File: config.mk
export PLATFORM = sky130hd
export DESIGN_NAME = ptl_word_asm
export DESIGN_NICKNAME = d
export VERILOG_FILES = /design/src/hdl/ptl_pkg.sv /design/src/hdl/ptl_word_asm.sv
export SDC_FILE = /design/constraint.sdc
export NUM_CORES = 1
export LEC_CHECK = 0
export BUFFER_PORTS_ARGS = -buffer_cell sky130_fd_sc_hd__buf_2
export CORE_MARGIN = 2
export CORE_UTILIZATION = 40
export DETAILED_ROUTE_END_ITERATION = 16
export PLACE_DENSITY = 0.72
export SLEW_MARGIN = 15
export SYNTH_ARGS = -nofsm -noshare
export SYNTH_HDL_FRONTEND = slang
export SYNTH_SLANG_ARGS = --single-unit
File: constraint.sdc
create_clock -name clk -period 1.45 [get_ports clk]
set_clock_uncertainty 0.2 [all_clocks]
set_input_delay 0.145 -clock clk [delete_from_list [all_inputs] [get_ports clk]]
set_output_delay 0.145 -clock clk [all_outputs]
set_load 0.03 [all_outputs]
File: src/hdl/ptl_pkg.sv
// ----------------------------------------------------------------------------
// ptl_pkg
// Shared types and constants of the paper-tape loader parser.
// ----------------------------------------------------------------------------
package ptl_pkg;

    localparam int ADDR_BITS = 16;
    localparam int ADDR_W    = (ADDR_BITS < 16) ? ADDR_BITS : 16;
    localparam int WORD_W    = 18;
    localparam int CFG_IDX_W = 1;

    // tape codes
    localparam logic [7:0] FRAME_BINARY = 8'o200;
    localparam logic [7:0] FRAME_STOP   = 8'o377;
    localparam logic [5:0] OP_DIO       = 6'o32;
    localparam logic [5:0] OP_JMP       = 6'o60;

    // configuration register indexes
    localparam logic [CFG_IDX_W-1:0] CFG_EXTENDED = 1'd0;
    localparam logic [CFG_IDX_W-1:0] CFG_RAW      = 1'd1;

    typedef enum logic [3:0] {
        EV_RIM_STORE   = 4'd0,
        EV_RIM_END     = 4'd1,
        EV_BLOCK_STORE = 4'd2,
        EV_SUM_GOOD    = 4'd3,
        EV_SUM_BAD     = 4'd4,
        EV_START       = 4'd5,
        EV_PAUSE       = 4'd6,
        EV_STRAY       = 4'd7,
        EV_FORMAT_ERR  = 4'd8,
        EV_PREMATURE   = 4'd9,
        EV_RAW         = 4'd10
    } event_kind_t;

    // word assembler status towards the block parser
    typedef struct packed {
        logic              word_valid;
        logic [WORD_W-1:0] word;
        logic              partial;
        logic              prev_stop;
    } asm_status_t;

    // opcode with the indirect bit ignored
    function automatic logic [5:0] opcode_of(input logic [WORD_W-1:0] w);
        return {w[17:13], 1'b0};
    endfunction

    // 18-bit ones'-complement add with end-around carry
    function automatic logic [WORD_W-1:0] ones_add(input logic [WORD_W-1:0] a,
                                                   input logic [WORD_W-1:0] b);
        logic [WORD_W:0] s;
        s = {1'b0, a} + {1'b0, b};
        return s[WORD_W-1:0] + {{(WORD_W-1){1'b0}}, s[WORD_W]};
    endfunction

endpackage

File: src/hdl/ptl_word_asm.sv
// ----------------------------------------------------------------------------
// ptl_word_asm
// Packs the low six bits of three binary frames into one 18-bit word.
// ----------------------------------------------------------------------------
module ptl_word_asm
    import ptl_pkg::*;
(
    input  logic        clk,
    input  logic        rst_n,
    input  logic        accept,
    input  logic [7:0]  tape_char,
    input  logic        end_of_tape,
    output asm_status_t status
);

    logic [WORD_W-1:0] accum_reg, accum_next;
    logic [1:0]        need_reg, need_next;
    logic [7:0]        prev_reg, prev_next;
    logic              binary;

    assign binary = (tape_char & FRAME_BINARY) != 8'd0;

    always_comb
    begin
        accum_next        = accum_reg;
        need_next         = need_reg;
        prev_next         = prev_reg;
        status.word_valid = 1'b0;
        status.word       = {accum_reg[WORD_W-7:0], tape_char[5:0]};
        status.partial    = need_reg != 2'd3;
        status.prev_stop  = prev_reg == FRAME_STOP;
        if (accept)
        begin
            if (end_of_tape)
            begin
                accum_next = '0;
                need_next  = 2'd3;
                prev_next  = '0;
            end
            else if (binary)
            begin
                if (need_reg == 2'd1)
                begin
                    status.word_valid = 1'b1;
                    accum_next        = '0;
                    need_next         = 2'd3;
                    prev_next         = '0;
                end
                else
                begin
                    accum_next = {accum_reg[WORD_W-7:0], tape_char[5:0]};
                    need_next  = need_reg - 2'd1;
                    prev_next  = tape_char;
                end
            end
        end
    end

    always_ff @(posedge clk or negedge rst_n)
    begin
        if (!rst_n)
        begin
            accum_reg <= '0;
            need_reg  <= 2'd3;
            prev_reg  <= '0;
        end
        else
        begin
            accum_reg <= accum_next;
            need_reg  <= need_next;
            prev_reg  <= prev_next;
        end
    end

endmodule
# Yosys cells after proc, flatten, opt, wreduce, memory -nomap -nowiden
# Index checks and enable logic that the tools add are counted.
[word_totals]
reg_bits = 22
inputBits = 12
output_inout_bits = 21
wordCells = 22
[op_classes]
addsub = 1
eq_ne = 3
muxes = 13
reduce_logical = 2
[ops]
columns = ["cell", "n"]
rows = [
  ["$mux 12", 3],
  ["$mux 8", 3],
  ["$eq 8x8->1 const B", 1],
  ["$mux 2", 3],
  ["$mux 1", 4],
  ["$eq 2x1->1 const B", 1],
  ["$ne 2x2->1 const B", 1],
  ["$reduce_and 2->1", 1],
  ["$reduce_bool 2->1", 1],
  ["$sub 2x1->2 const B", 1],
]

# Longest topological paths before layout
[depth]
depth_word = 5
depth_mapped = 4
depth_no_buf = 2

# Worst setup path before layout
# Ideal clock, no wire load.
[synth_timing]
path_type = "reg-to-output"
from = "register need_reg[0]"
to = "output port status[20] in the netlist's numbering"
t_arrival_ns = 1.236
required_time_ns = 1.105
path_slack_ns = -0.131
path_stages_with_launch = 4
path_buffers = 1
path_cell_list = "dfstp_2 > nand2b_1 > buf_2 > nor2_1"
[synth_rtl]
columns = ["element", "line_no", "rtl"]
rows = [
  ["from (decl)", "ptl_word_asm.sv:17", "logic [1:0] need_reg, need_next;"],
  ["from (signal assigned)", "ptl_word_asm.sv:70", "need_reg <= need_next;"],
  ["to (decl)", "ptl_word_asm.sv:13", "output asm_status_t status"],
]

==> impl_metrics.xml <==
<?xml version="1.0" encoding="UTF-8"?>
<metrics>
  <group name="drt">
    <metric name="detailedRoute.firstIterationViolations" unit="">7</metric>
    <metric name="wl_per_cell" unit="µm">13.7</metric>
    <metric name="wirelength" unit="µm">1680</metric>
    <metric name="drtPass1Iterations" unit="">4</metric>
    <metric name="via_count" unit="">624</metric>
    <metric name="detail-route-antenna-nets" unit="">0</metric>
    <metric name="route.detailed.drc" unit="">0</metric>
    <metric name="detail_route.vias_per_cell" unit="">5.11</metric>
  </group>
  <group name="layout">
    <metric name="instances_no_fill" unit="">122</metric>
    <metric name="finish.instance_area" unit="µm²">1040</metric>
    <metric name="num-nets-final" unit="">110</metric>
    <metric name="antenna_cells" unit="">0</metric>
    <metric name="layout_area_overhead" unit="%">38.9</metric>
    <metric name="largest_register_ffs" unit="">12</metric>
    <metric name="ratio_of_cells_with_drive_above_1_in_the_final_layout" unit="">0.515</metric>
  </group>
  <group name="clocking">
    <metric name="clock_path_buffers" unit="">2</metric>
    <metric name="tritoncts.num_buffers" unit="">3</metric>
    <metric name="tritoncts_num_sinks" unit="">16</metric>
    <metric name="htreeDepth" unit="">1</metric>
    <metric name="root_buffer" unit="">clkbuf_4</metric>
    <metric name="tritoncts_clock_tree" unit="">built</metric>
    <metric name="clock_insertion_delay_worst_skew" unit="ns">0.28</metric>
    <metric name="worst_setup_hold_path_clk_slew" unit="ns">0.10</metric>
  </group>
  <group name="critical_path">
    <metric name="worst_ep_required_time" unit="ns">1.11</metric>
    <metric name="cell_by_cell_trace_of_the_critical_path" unit="">nand2b_4 -&gt; nor2_4 -&gt; buf_6</metric>
    <metric name="timing.critical_path.slowest_stage_cell" unit="">dfstp_2</metric>
    <metric name="crit_path_start_kind" unit="">register</metric>
    <metric name="crit_fanout" unit="">3</metric>
    <metric name="path_delay_family" unit="">flip-flops</metric>
    <metric name="critPathMaxStageDelay" unit="ns">0.56</metric>
    <metric name="timing_worst_setup_path_type" unit="">register to output port</metric>
    <metric name="cp-end-kind" unit="">output port</metric>
    <metric name="critical_path.startpoint" unit="">need_reg[1]$_DFFE_PN1P_</metric>
    <metric name="cp_data_arrival_time" unit="ns">1.15</metric>
    <metric name="timing.critical_path.buf_inv" unit="">1</metric>
    <metric name="rr_startpoint" unit="">need_reg[0]$_DFFE_PN1P_</metric>
  </group>
  <group name="global_route">
    <metric name="grt_pass1_wl" unit="µm">2440</metric>
    <metric name="antenna_found_initial" unit="">0</metric>
    <metric name="overflow" unit="">0</metric>
    <metric name="grt_pass1_vias" unit="">553</metric>
    <metric name="largest_net_degree_at_the_start_of_global_routing" unit="">17</metric>
    <metric name="grt.total_usage" unit="">0.163</metric>
  </group>
  <group name="logic_synthesis">
    <metric name="syn_avg_cell_area" unit="µm²">12.7</metric>
    <metric name="synth-adder-area-share" unit="">0</metric>
    <metric name="synth.yosys.warnings" unit="">0</metric>
    <metric name="postSynthRegisterBits" unit="">16</metric>
    <metric name="yosysUniqueCellTypes" unit="">18</metric>
    <metric name="syn_inst" unit="">59</metric>
    <metric name="synth.mux.area_fraction" unit="">0</metric>
    <metric name="synth.net_count" unit="">71</metric>
    <metric name="synth_simple_gate_area_share" unit="">0.0704</metric>
    <metric name="yosys.area_share.xor_xnor" unit="">0</metric>
    <metric name="synth_compound_area_frac" unit="">0.226</metric>
    <metric name="mappedNetlistArea" unit="µm²">747</metric>
    <metric name="synth-seq-area-share" unit="">0.539</metric>
    <metric name="largest_family_of_logic_cells_by_synthesized_area" unit="">compound AO/OA/AOI/OAI gates</metric>
  </group>
  <group name="worst_hold_path">
    <metric name="hold_path.class" unit="">input pin to register</metric>
    <metric name="worst_min_delay_path_startpoint" unit="">accept</metric>
  </group>
  <group name="outcome">
    <metric name="violations" unit="">negative setup slack</metric>
    <metric name="status" unit="">finished with violations</metric>
  </group>
  <group name="floorplanning">
    <metric name="floorplan.io_pins" unit="">33</metric>
    <metric name="die-width" unit="µm">47.2</metric>
    <metric name="design.die.area" unit="µm²">2230</metric>
    <metric name="floorplan.core_area" unit="µm²">1750</metric>
    <metric name="initial_utilization" unit="">0.428</metric>
    <metric name="floorplan.rows" unit="">15</metric>
    <metric name="die_height" unit="µm">47.2</metric>
  </group>
  <group name="placement">
    <metric name="worst_case_setup_slack_after_placement" unit="ns">0.0607</metric>
    <metric name="gp_routability_congestion" unit="">0.778</metric>
    <metric name="placed_cells_incl_taps" unit="">103</metric>
    <metric name="dpl-instance-area" unit="µm²">841</metric>
    <metric name="io_buffer_count" unit="">32</metric>
    <metric name="place.detailed.hpwl" unit="µm">1030</metric>
  </group>
  <group name="power">
    <metric name="totalPowerFinal" unit="W">0.00107</metric>
    <metric name="power_density_cells" unit="nW/µm²">1030</metric>
    <metric name="power.leakage" unit="nW">0.529</metric>
    <metric name="max-vdd-ir-drop" unit="mV">0.570</metric>
  </group>
  <group name="timing">
    <metric name="worst-slew-pin-transition" unit="ns">0.529</metric>
    <metric name="setup_viol_count_final" unit="">1</metric>
    <metric name="drv_slew" unit="">0</metric>
    <metric name="grt_setup_unrepaired" unit="">true</metric>
    <metric name="finalHoldViolCount" unit="">0</metric>
    <metric name="max_freq" unit="MHz">669</metric>
    <metric name="timing.final.crit_share" unit="">1.03</metric>
    <metric name="final.hold.worst_slack" unit="ns">0.00752</metric>
    <metric name="slew_headroom" unit="">0.647</metric>
    <metric name="layout_min_cycle_time" unit="ns">1.49</metric>
    <metric name="post-route-worst-setup-slack" unit="ns">-0.0444</metric>
  </group>
  <group name="job">
    <metric name="maxCapViolCount" unit="">0</metric>
  </group>
</metrics>
==> worst reg2reg max path, stage by stage (launching register included) <==
cell      delay [ns]
dfstp_2         0.58
nand2b_4        0.07
buf_4           0.16
a32o_1          0.26
==> stage by stage <==
stage                     TNS [ns]  utilization
after detailed placement         0        0.482
after floorplan                  0            -
final                      -0.0444        0.594
after global placement           0        0.482
after global routing        -0.198        0.594
after CTS                  -0.0417        0.571
==> cells in the final DEF (no fill, tap or decap) <==
master and count:
dfrtp_1 14, nor2_1 1, dfstp_2 2, nor2_4 1
clkbuf_4 3, nor2b_1 1, buf_2 29, nand2_1 1
a32o_1 13, nand3b_1 1, o21ai_1 1, and3b_1 1
buf_6 2, clkbuf_8 1, o21a_1 1, o22a_1 1
a2bb2oi_1 1, nand2b_4 1, a22o_1 1, buf_4 11
nand4_1 2, dlygate4sd3_1 8
==> area by class of cell <==
class | instances | area (µm²)
Timing Repair Buffer | 50 | 330
Sequential cell | 16 | 403
Clock buffer | 4 | 36.3
Tap cell | 25 | 31.3
Multi-Input combinational cell | 27 | 236
Fill cell | 153 | 708
==> metal layers <==
metal,wire (µm),global-route usage
met1,674,0.186
met2,889,0.274
met3,99,0.0500
met4,12,0.0833
met5,0,0
==> logic make-up (layout without fill, tap and decap cells) <==
family / Yosys count / after routing
AO/OA/AOI/OAI: 18 / 18
flip-flops: 16 / 16
buffers and inverters: 16 / 54
AND/OR/NAND/NOR: 9 / 9
==> cells in the mapped netlist <==
| library cell | number | area, µm² |
|---|---|---|
| buf_6 | 2 | 22.5 |
| and3b_1 | 1 | 8.76 |
| o22a_1 | 1 | 8.76 |
| buf_4 | 12 | 90.1 |
| o21ai_1 | 1 | 5.00 |
| dfstp_2 | 2 | 52.6 |
| buf_2 | 2 | 10.0 |
| a32o_1 | 13 | 130 |
| a22o_1 | 1 | 8.76 |
| nand2_1 | 1 | 3.75 |
| nand3b_1 | 1 | 7.51 |
| nand4_1 | 2 | 12.5 |
| nor2b_1 | 1 | 6.26 |
| nor2_1 | 2 | 7.51 |
| o21a_1 | 1 | 7.51 |
| dfrtp_1 | 14 | 350 |
| a2bb2oi_1 | 1 | 8.76 |
| nand2b_1 | 1 | 6.26 |
==> where the power goes <==
part / internal [W] / switching (W)
Clock: 0.000153 / 0.000143
Combinational: 0.000115 / 0.000150
Sequential: 0.000483 / 0.0000261
==> path summary, 6_finish.rpt <==
path | end | depth (start not counted) | slack, ns
min reg2reg | accum_reg[7]$_DFFE_PN0P_ | 1 | 0.30
max in group asynchronous | need_reg[0]$_DFFE_PN1P_ | 2 | 0.66
max reg2reg | accum_reg[0]$_DFFE_PN0P_ | 3 | 0.07
min in group asynchronous | accum_reg[4]$_DFFE_PN0P_ | 2 | 0.09
min | need_reg[1]$_DFFE_PN1P_ | 3 | 0.008
max | status[20] | 3 | -0.04
==> what timing repair did <==
action,in CTS,in global routing
pin swaps,0,2
gates resized for setup,6,2
hold endpoints to repair,23,0
hold buffers,8,0
setup buffers,2,5
setup endpoints to repair,1,3
No activity file was read; power rests on OpenSTA's default activity.
